## config.mk

```make
export PLATFORM = sky130hd
export DESIGN_NAME = column_weighted_sliding_average
export DESIGN_NICKNAME = d
export VERILOG_FILES = /design/src/rtl/core/cwsa_pkg.sv /design/src/rtl/core/column_weighted_sliding_average.sv /design/src/rtl/core/cwsa_div.sv
export SDC_FILE = /design/constraint.sdc
export NUM_CORES = 2
export LEC_CHECK = 0
export ABC_AREA = 0
export BUFFER_PORTS_ARGS = -buffer_cell sky130_fd_sc_hd__buf_2
export CELL_PAD_IN_SITES_DETAIL_PLACEMENT = 0
export CELL_PAD_IN_SITES_GLOBAL_PLACEMENT = 1
export CORE_MARGIN = 1
export CORE_UTILIZATION = 54
export CTS_CLUSTER_SIZE = 14
export DETAILED_ROUTE_END_ITERATION = 8
export PLACE_DENSITY_LB_ADDON = 0.1
export SLEW_MARGIN = 20
export SYNTH_ARGS = -nofsm -noshare
export SYNTH_HDL_FRONTEND = slang
export SYNTH_SLANG_ARGS = --single-unit
```

## constraint.sdc

```tcl
create_clock -name i_clk -period 10.8 [get_ports i_clk]
set_input_delay 2.16 -clock i_clk [delete_from_list [all_inputs] [get_ports i_clk]]
set_output_delay 2.16 -clock i_clk [all_outputs]
set_load 0.05 [all_outputs]
```

## src/rtl/core/cwsa_pkg.sv

```systemverilog
// shared types for the column weighted sliding average
package cwsa_pkg;

    localparam int CHAN_W   = 8;
    localparam int WGT_W    = 3;
    localparam int GAIN_W   = 10;
    localparam int QUOT_W   = 8;
    localparam int WGT_MAX  = 7;
    localparam int GAIN_RST = 128;

    typedef struct packed {
        logic [CHAN_W-1:0] pix_red;
        logic [CHAN_W-1:0] pix_green;
        logic [CHAN_W-1:0] pix_blue;
        logic              column_start;
    } t_cwsa_pix_in;

    typedef struct packed {
        logic [CHAN_W-1:0] avg_red;
        logic [CHAN_W-1:0] avg_green;
        logic [CHAN_W-1:0] avg_blue;
    } t_cwsa_pix_out;

    typedef struct packed {
        logic [CHAN_W-1:0] red;
        logic [CHAN_W-1:0] green;
        logic [CHAN_W-1:0] blue;
        logic [WGT_W-1:0]  wgt;
    } t_cwsa_entry;

endpackage

```

## src/rtl/core/column_weighted_sliding_average.sv

```systemverilog
// top level of the column weighted sliding average
//
//  channel | handshake                | word
//  --------+--------------------------+----------------------------------------
//  in      | i_in_valid / o_in_stall  | i_in_word  (pixel and column start)
//  out     | o_out_valid / i_out_stall| o_out_word (averaged pixel)
//  cfg     | i_cfg_valid / o_cfg_ready| i_cfg_data (gain divisor)
//
// a priming word passes the ring read, then the read-modify-write of the sums
// a primed word then also passes the 8-step divider and the output register
// one word is processed at a time; the ring memory read is registered
// reset clears sums, fill count and ring position; the ring itself is not cleared
// a stalled output holds the result register; the next word is taken once it is loaded
module column_weighted_sliding_average
    import cwsa_pkg::*;
#(
    parameter int WINDOW = 96
) (
    input  logic                i_clk,
    input  logic                i_rst_n,
    input  logic                i_in_valid,
    output logic                o_in_stall,
    input  t_cwsa_pix_in        i_in_word,
    output logic                o_out_valid,
    input  logic                i_out_stall,
    output t_cwsa_pix_out       o_out_word,
    input  logic                i_cfg_valid,
    output logic                o_cfg_ready,
    input  logic [GAIN_W-1:0]   i_cfg_data
);

    localparam int SUM_W  = $clog2(WINDOW*255*WGT_MAX+1);
    localparam int TOT_W  = $clog2(WINDOW*WGT_MAX+2);
    localparam int POS_W  = (WINDOW > 1) ? $clog2(WINDOW) : 1;
    localparam int FILL_W = $clog2(WINDOW+1);
    localparam int PROD_W = CHAN_W + WGT_W;
    localparam int CSUM_W = CHAN_W + 2;
    localparam int KD_W   = GAIN_W + WGT_W;

    typedef enum logic [5:0] {
        S_IDLE  = 6'b000001,
        S_READ  = 6'b000010,
        S_UPD   = 6'b000100,
        S_START = 6'b001000,
        S_DIV   = 6'b010000,
        S_OUT   = 6'b100000
    } t_state;

    t_state             r_state, n_state;
    t_cwsa_pix_in       r_in;
    logic [GAIN_W-1:0]  r_gain;
    logic [SUM_W-1:0]   r_sum_red, r_sum_green, r_sum_blue;
    logic [TOT_W-1:0]   r_total;
    logic [POS_W-1:0]   r_pos;
    logic [FILL_W-1:0]  r_fill;
    logic [WGT_W-1:0]   r_wgt;
    logic               r_out_valid;
    t_cwsa_pix_out      r_out_word;

    t_cwsa_entry        r_ring [WINDOW];
    t_cwsa_entry        r_rd_data;
    t_cwsa_entry        w_wr_data;

    logic               w_accept;
    logic               w_primed;
    logic               w_out_free;
    logic [CSUM_W-1:0]  w_csum;
    logic [GAIN_W-1:0]  w_gain_eff;
    logic [WGT_MAX-1:0] w_ge;
    logic [WGT_W:0]     w_cnt;
    logic [WGT_W-1:0]   w_wgt;
    logic [PROD_W-1:0]  w_add_r, w_add_g, w_add_b;
    logic [PROD_W-1:0]  w_sub_r, w_sub_g, w_sub_b;
    logic [WGT_W-1:0]   w_sub_w;
    logic               w_div_busy;
    t_cwsa_pix_out      w_quot;

    assign w_accept    = i_in_valid && !o_in_stall;
    assign o_in_stall  = (r_state != S_IDLE);
    assign o_cfg_ready = 1'b1;
    assign w_primed    = (r_fill == FILL_W'(WINDOW));
    assign w_out_free  = !r_out_valid || !i_out_stall;

    // weight: channel sum over divisor plus one, saturated
    always_comb begin
        w_csum     = CSUM_W'(r_in.pix_red) + CSUM_W'(r_in.pix_green)
                   + CSUM_W'(r_in.pix_blue);
        w_gain_eff = (r_gain == '0) ? GAIN_W'(1) : r_gain;
        for (int k = 1; k <= WGT_MAX; k++) begin
            w_ge[k-1] = (KD_W'(k) * KD_W'(w_gain_eff)) <= KD_W'(w_csum);
        end
        w_cnt = (WGT_W+1)'($countones(w_ge));
        w_wgt = (w_cnt >= (WGT_W+1)'(WGT_MAX)) ? WGT_W'(WGT_MAX) : WGT_W'(w_cnt + 1'b1);
    end

    // read-modify-write terms
    always_comb begin
        w_add_r = PROD_W'(r_in.pix_red)   * PROD_W'(r_wgt);
        w_add_g = PROD_W'(r_in.pix_green) * PROD_W'(r_wgt);
        w_add_b = PROD_W'(r_in.pix_blue)  * PROD_W'(r_wgt);
        w_sub_r = '0;
        w_sub_g = '0;
        w_sub_b = '0;
        w_sub_w = '0;
        if (w_primed) begin
            w_sub_r = PROD_W'(r_rd_data.red)   * PROD_W'(r_rd_data.wgt);
            w_sub_g = PROD_W'(r_rd_data.green) * PROD_W'(r_rd_data.wgt);
            w_sub_b = PROD_W'(r_rd_data.blue)  * PROD_W'(r_rd_data.wgt);
            w_sub_w = r_rd_data.wgt;
        end
        w_wr_data = '{red: r_in.pix_red, green: r_in.pix_green,
                      blue: r_in.pix_blue, wgt: r_wgt};
    end

    // ring memory
    always_ff @(posedge i_clk) begin
        if (r_state == S_READ) begin
            r_rd_data <= r_ring[r_pos];
        end
        if (r_state == S_UPD) begin
            r_ring[r_pos] <= w_wr_data;
        end
    end

    always_comb begin
        n_state = r_state;
        case (r_state)
            S_IDLE:  if (w_accept) n_state = S_READ;
            S_READ:  n_state = S_UPD;
            S_UPD:   n_state = w_primed ? S_START : S_IDLE;
            S_START: n_state = S_DIV;
            S_DIV:   if (!w_div_busy) n_state = S_OUT;
            S_OUT:   if (w_out_free) n_state = S_IDLE;
            default: n_state = S_IDLE;
        endcase
    end

    always_ff @(posedge i_clk) begin
        if (!i_rst_n) begin
            r_state     <= S_IDLE;
            r_gain      <= GAIN_W'(GAIN_RST);
            r_sum_red   <= '0;
            r_sum_green <= '0;
            r_sum_blue  <= '0;
            r_total     <= TOT_W'(1);
            r_pos       <= '0;
            r_fill      <= '0;
            r_out_valid <= 1'b0;
        end else begin
            r_state <= n_state;
            if (i_cfg_valid && o_cfg_ready) begin
                r_gain <= i_cfg_data;
            end
            if (w_accept && i_in_word.column_start) begin
                r_sum_red   <= '0;
                r_sum_green <= '0;
                r_sum_blue  <= '0;
                r_total     <= TOT_W'(1);
                r_pos       <= '0;
                r_fill      <= '0;
            end
            if (r_state == S_UPD) begin
                r_sum_red   <= r_sum_red   + SUM_W'(w_add_r) - SUM_W'(w_sub_r);
                r_sum_green <= r_sum_green + SUM_W'(w_add_g) - SUM_W'(w_sub_g);
                r_sum_blue  <= r_sum_blue  + SUM_W'(w_add_b) - SUM_W'(w_sub_b);
                r_total     <= r_total + TOT_W'(r_wgt) - TOT_W'(w_sub_w);
                r_pos       <= (r_pos == POS_W'(WINDOW - 1)) ? '0 : r_pos + 1'b1;
                if (!w_primed) begin
                    r_fill <= r_fill + 1'b1;
                end
            end
            if (r_state == S_OUT && w_out_free) begin
                r_out_valid <= 1'b1;
            end else if (!i_out_stall) begin
                r_out_valid <= 1'b0;
            end
        end
    end

    always_ff @(posedge i_clk) begin
        if (w_accept) begin
            r_in <= i_in_word;
        end
        if (r_state == S_READ) begin
            r_wgt <= w_wgt;
        end
        if (r_state == S_OUT && w_out_free) begin
            r_out_word <= w_quot;
        end
    end

    cwsa_div #(
        .WINDOW (WINDOW)
    ) u_div (
        .i_clk       (i_clk),
        .i_rst_n     (i_rst_n),
        .i_start     (r_state == S_START),
        .i_sum_red   (r_sum_red),
        .i_sum_green (r_sum_green),
        .i_sum_blue  (r_sum_blue),
        .i_total     (r_total),
        .o_busy      (w_div_busy),
        .o_quot      (w_quot)
    );

    assign o_out_valid = r_out_valid;
    assign o_out_word  = r_out_word;

endmodule

```

## src/rtl/core/cwsa_div.sv

```systemverilog
// three-lane restoring divider, one quotient bit per cycle, shared divisor
module cwsa_div
    import cwsa_pkg::*;
#(
    parameter int WINDOW = 96
) (
    input  logic                                         i_clk,
    input  logic                                         i_rst_n,
    input  logic                                         i_start,
    input  logic [$clog2(WINDOW*255*WGT_MAX+1)-1:0]      i_sum_red,
    input  logic [$clog2(WINDOW*255*WGT_MAX+1)-1:0]      i_sum_green,
    input  logic [$clog2(WINDOW*255*WGT_MAX+1)-1:0]      i_sum_blue,
    input  logic [$clog2(WINDOW*WGT_MAX+2)-1:0]          i_total,
    output logic                                         o_busy,
    output t_cwsa_pix_out                                o_quot
);

    localparam int SUM_W = $clog2(WINDOW*255*WGT_MAX+1);
    localparam int TOT_W = $clog2(WINDOW*WGT_MAX+2);
    localparam int DW    = (SUM_W > TOT_W + QUOT_W) ? SUM_W : TOT_W + QUOT_W;
    localparam int CNT_W = $clog2(QUOT_W);

    logic              r_busy;
    logic [CNT_W-1:0]  r_cnt;
    logic [TOT_W-1:0]  r_div;
    logic [DW-1:0]     r_rem [3];
    logic [QUOT_W-1:0] r_q   [3];
    logic [DW-1:0]     w_trial;
    logic [DW-1:0]     n_rem [3];
    logic [2:0]        w_bit;

    always_comb begin
        w_trial = DW'(r_div) << r_cnt;
        for (int c = 0; c < 3; c++) begin
            w_bit[c] = (r_rem[c] >= w_trial);
            n_rem[c] = w_bit[c] ? (r_rem[c] - w_trial) : r_rem[c];
        end
    end

    always_ff @(posedge i_clk) begin
        if (!i_rst_n) begin
            r_busy <= 1'b0;
            r_cnt  <= '0;
        end else if (i_start) begin
            r_busy <= 1'b1;
            r_cnt  <= CNT_W'(QUOT_W - 1);
        end else if (r_busy) begin
            if (r_cnt == '0) begin
                r_busy <= 1'b0;
            end
            r_cnt <= r_cnt - 1'b1;
        end
    end

    always_ff @(posedge i_clk) begin
        if (i_start) begin
            r_div    <= i_total;
            r_rem[0] <= DW'(i_sum_red);
            r_rem[1] <= DW'(i_sum_green);
            r_rem[2] <= DW'(i_sum_blue);
        end else if (r_busy) begin
            for (int c = 0; c < 3; c++) begin
                r_rem[c] <= n_rem[c];
                r_q[c]   <= {r_q[c][QUOT_W-2:0], w_bit[c]};
            end
        end
    end

    assign o_busy = r_busy;
    assign o_quot = '{avg_red: r_q[0], avg_green: r_q[1], avg_blue: r_q[2]};

endmodule

```

==> results.md <==
* Status: finished, violations left
* Failing checks: design-rule violations
* Fin nets at 8476
* Number of synthesized flops with an enable pin at 2758
* IO Port Bufs at 65
* Synth Warn # at 0
* Setup crit end kind: flip-flop
* Maximum vdd drop at 0.254 mV
* DRC at 10
* Min-delay worst type: flip-flop to flip-flop
* HPWL after DPL at 239000 um
* RSZ-0062 raised after global routing: false
* Core area at 225000 um2
* Initial core utilization at 54.4%
* Crit path kind: flip-flop to flip-flop
* Final Hold Fails at 0
* Final std cells w/o fill at 11300
* Worst Path Required at 11470 ps
* CTS Buf Count at 312
* Register area share after synthesis at 69.3%
* Post-DRT Antenna Nets at 0
* DR WL/cell at 35.7 um
* Max_cap viols at 0
* Final instance area at 137000 um2
* Num ports at 67
* Total track usage at 34.8%
* PwrDens at 194 nW/um2
* WP data arrival at 8050 ps
* Clk sink count at 2857
* Clk buf depth at 4
* Post-CTS Setup Inserts at 0
* Top cells by area, synth: edfxtp_1 (68%), mux4_2 (3.0%), ha_1 (2.8%)
* Placed Cells at 10700
* Ys async rst share at 0%
* Pins Over Slew Limit at 0
* Final Skew at 124 ps
* Post-layout util at 60.9%
* Tcrit/Tclk final at 68.3%
* CTS tree: done
* Share of layout cells above drive strength 1 at 15.4%
* Final WL at 401000 um
* Register area at 84800 um2
* Area fraction of the dominant cell type after synthesis at 67.7%
* Startpoint Class: flip-flop
* Largest net degree at the start of global routing at 101
* TNS Setup at 0 ps
* Antenna violations before repair at 32
* Slew headroom at 12.4%
* Placed Area at 127000 um2
* Number of global-route vias before repair at 73200
* CTS H-Tree Depth at 5
* Cells after synthesis at 7823
* Static leakage at 0.0451 uW
* Die H at 478 um
* Cts hold-fix bufs at 0
* Vias per inst at 6.73
* Tmin final at 7380 ps
* # fillers at 16700
* Main synth FF type: edfxtp_1
* DR vias at 75800
* Yosys top cell by area: edfxtp_1
* DRT Pass-1 Iters at 8
* FMAX at 136 MHz
* CTS root buffer: clkbuf_16
* # rows at 174
* GRT overflow at 0
* Final setup fails at 0
* Global-route wire length before repair at 559000 um
* Area grow syn2layout at 11.9%
* Pwr Total at 26600 uW
* Flops & latches, synth at 2857
* Post-synth net total at 8263
* CP Max Fanout at 53
* Synth unique cells at 91
* Post-CTS sizing at 0
* Width of the die at 478 um
* 1st-iter DRT viols at 11100
* Area of the multi-input gates at 34700 um2
* Worst skew pair latency at 1000 ps
* Clock transition at path regs at 60 ps
* Post-Syn Area at 122000 um2
* Placer Congestion at 0.948
* Worst-margin pin slew at 1300 ps
* Syn avg cell area at 15.6 um2
* Die area at 228000 um2
-- Yosys cell counts (25+ instances only) --
| master | number |
|---|---|
| a211oi_1 | 40 |
| a21boi_0 | 43 |
| a21o_1 | 58 |
| a21oi_1 | 351 |
| a221oi_1 | 377 |
| a22o_1 | 64 |
| a22oi_1 | 156 |
| a31oi_1 | 39 |
| and2_1 | 91 |
| buf_1 | 38 |
| buf_2 | 151 |
| buf_4 | 54 |
| buf_6 | 37 |
| clkbuf_1 | 159 |
| dfxtp_1 | 99 |
| edfxtp_1 | 2758 |
| fa_1 | 124 |
| ha_1 | 276 |
| inv_1 | 309 |
| mux2_2 | 163 |
| mux2i_1 | 283 |
| mux4_2 | 164 |
| nand2_1 | 386 |
| nand2b_1 | 25 |
| nand3_1 | 71 |
| nor2_1 | 457 |
| nor2b_1 | 57 |
| nor3_1 | 57 |
| o211ai_1 | 40 |
| o21a_1 | 28 |
| o21ai_0 | 278 |
| o221ai_1 | 37 |
| o22ai_1 | 91 |
| xnor2_1 | 82 |
| xor2_1 | 41 |
-- layout by cell type, fill, tap and decap left out, drive strengths merged, types with 40 or more instances in the layout --
cell / count
mux4: 164
buf: 345
nand2: 387
mux2: 178
and2: 92
dfxtp: 99
fa: 124
a22oi: 156
ha: 276
nor2b: 57
edfxtp: 2758
inv: 318
o21ai: 285
a211oi: 40
a21oi: 351
xnor2: 82
clkinv: 119
o22ai: 91
o211ai: 40
nor3: 57
a21o: 58
xor2: 41
clkbuf: 381
a21boi: 43
nor2: 461
mux2i: 283
nand3: 71
a22o: 64
a221oi: 391
-- final timing paths --
path	startpoint	endpoint	slack, ps	cells past startpoint
worst max-delay path	r_in[1]	r_wgt[2]	3420	26
worst min-delay path	r_total[8]	u_div.r_div[8]	430	0
worst min register to register	r_total[8]	u_div.r_div[8]	430	0
worst max register to register	r_in[1]	r_wgt[2]	3420	26
-- final cells by class --
type / count / share of cell area [%]
clock buffers: 381 / 5.97
inverters: 314 / 0.873
well taps: 2992 / 2.73
multi-input cells: 4206 / 25.4
repair buffers: 345 / 2.10
diodes: 8 / 0.0146
flip-flops and latches: 2857 / 62.0
clock inverters: 153 / 0.975
-- layer usage --
layer	global-route usage [%]	vias up	wire length [um]
li1	-	31200	-
met5	0	-	94
met4	18.1	14	23600
met1	46.2	38900	148000
met2	54.6	4688	187000
met3	6.96	918	43100
-- per-stage QoR --
step,hold WS (ps),worst slack [ps]
2_1_floorplan,400,3300
3_3_place_gp,403,3330
3_5_place_dp,416,3410
4_1_cts,428,3470
5_1_grt,445,2900
6_report,430,3420
-- cells by family after synthesis --
group	synth area share (%)
compound gates	10.3
xor+xnor	0.880
fa+ha+maj	4.86
buf+inv	2.95
flops	69.3
mux	7.00
other cells	0.00306
simple gates	4.66
-- worst max-delay path: stages (launching register included) --
cell,delay [ps]
edfxtp_1,320
buf_4,660
fa_1,320
ha_1,170
inv_1,60
fa_1,450
inv_1,80
a21oi_1,70
o21ai_0,300
a21oi_1,130
o21ai_0,360
and2_1,180
o21ai_0,70
buf_4,190
ha_1,310
nand3_1,70
or4_1,500
a21oi_1,150
o21ai_0,140
fa_1,540
fa_1,430
fa_1,380
inv_1,90
fa_1,400
ha_1,200
ha_1,270
or2_2,270
-- registers in the layout, indices dropped and copies added, names as in the netlist --
register	cells
r_ring	2592
r_sum_red	18
r_total	10
u_div.r_q	24
r_in	24
u_div.r_rem	54
r_state	6
r_sum_blue	18
r_sum_green	18
u_div.r_cnt	3
r_gain	10
r_pos	7
r_rd_data	27
o_out_word	24
o_out_valid	1
u_div.r_div	10
r_fill	7
u_div.o_busy	1
r_wgt	3
-- power by group --
part           leakage [uW]  switching (uW)  internal [uW]
Clock               0.00464            4300           5880
Sequential           0.0256            31.9          12500
Combinational        0.0148            2490           1420
No activity file was read; power rests on OpenSTA's default activity.
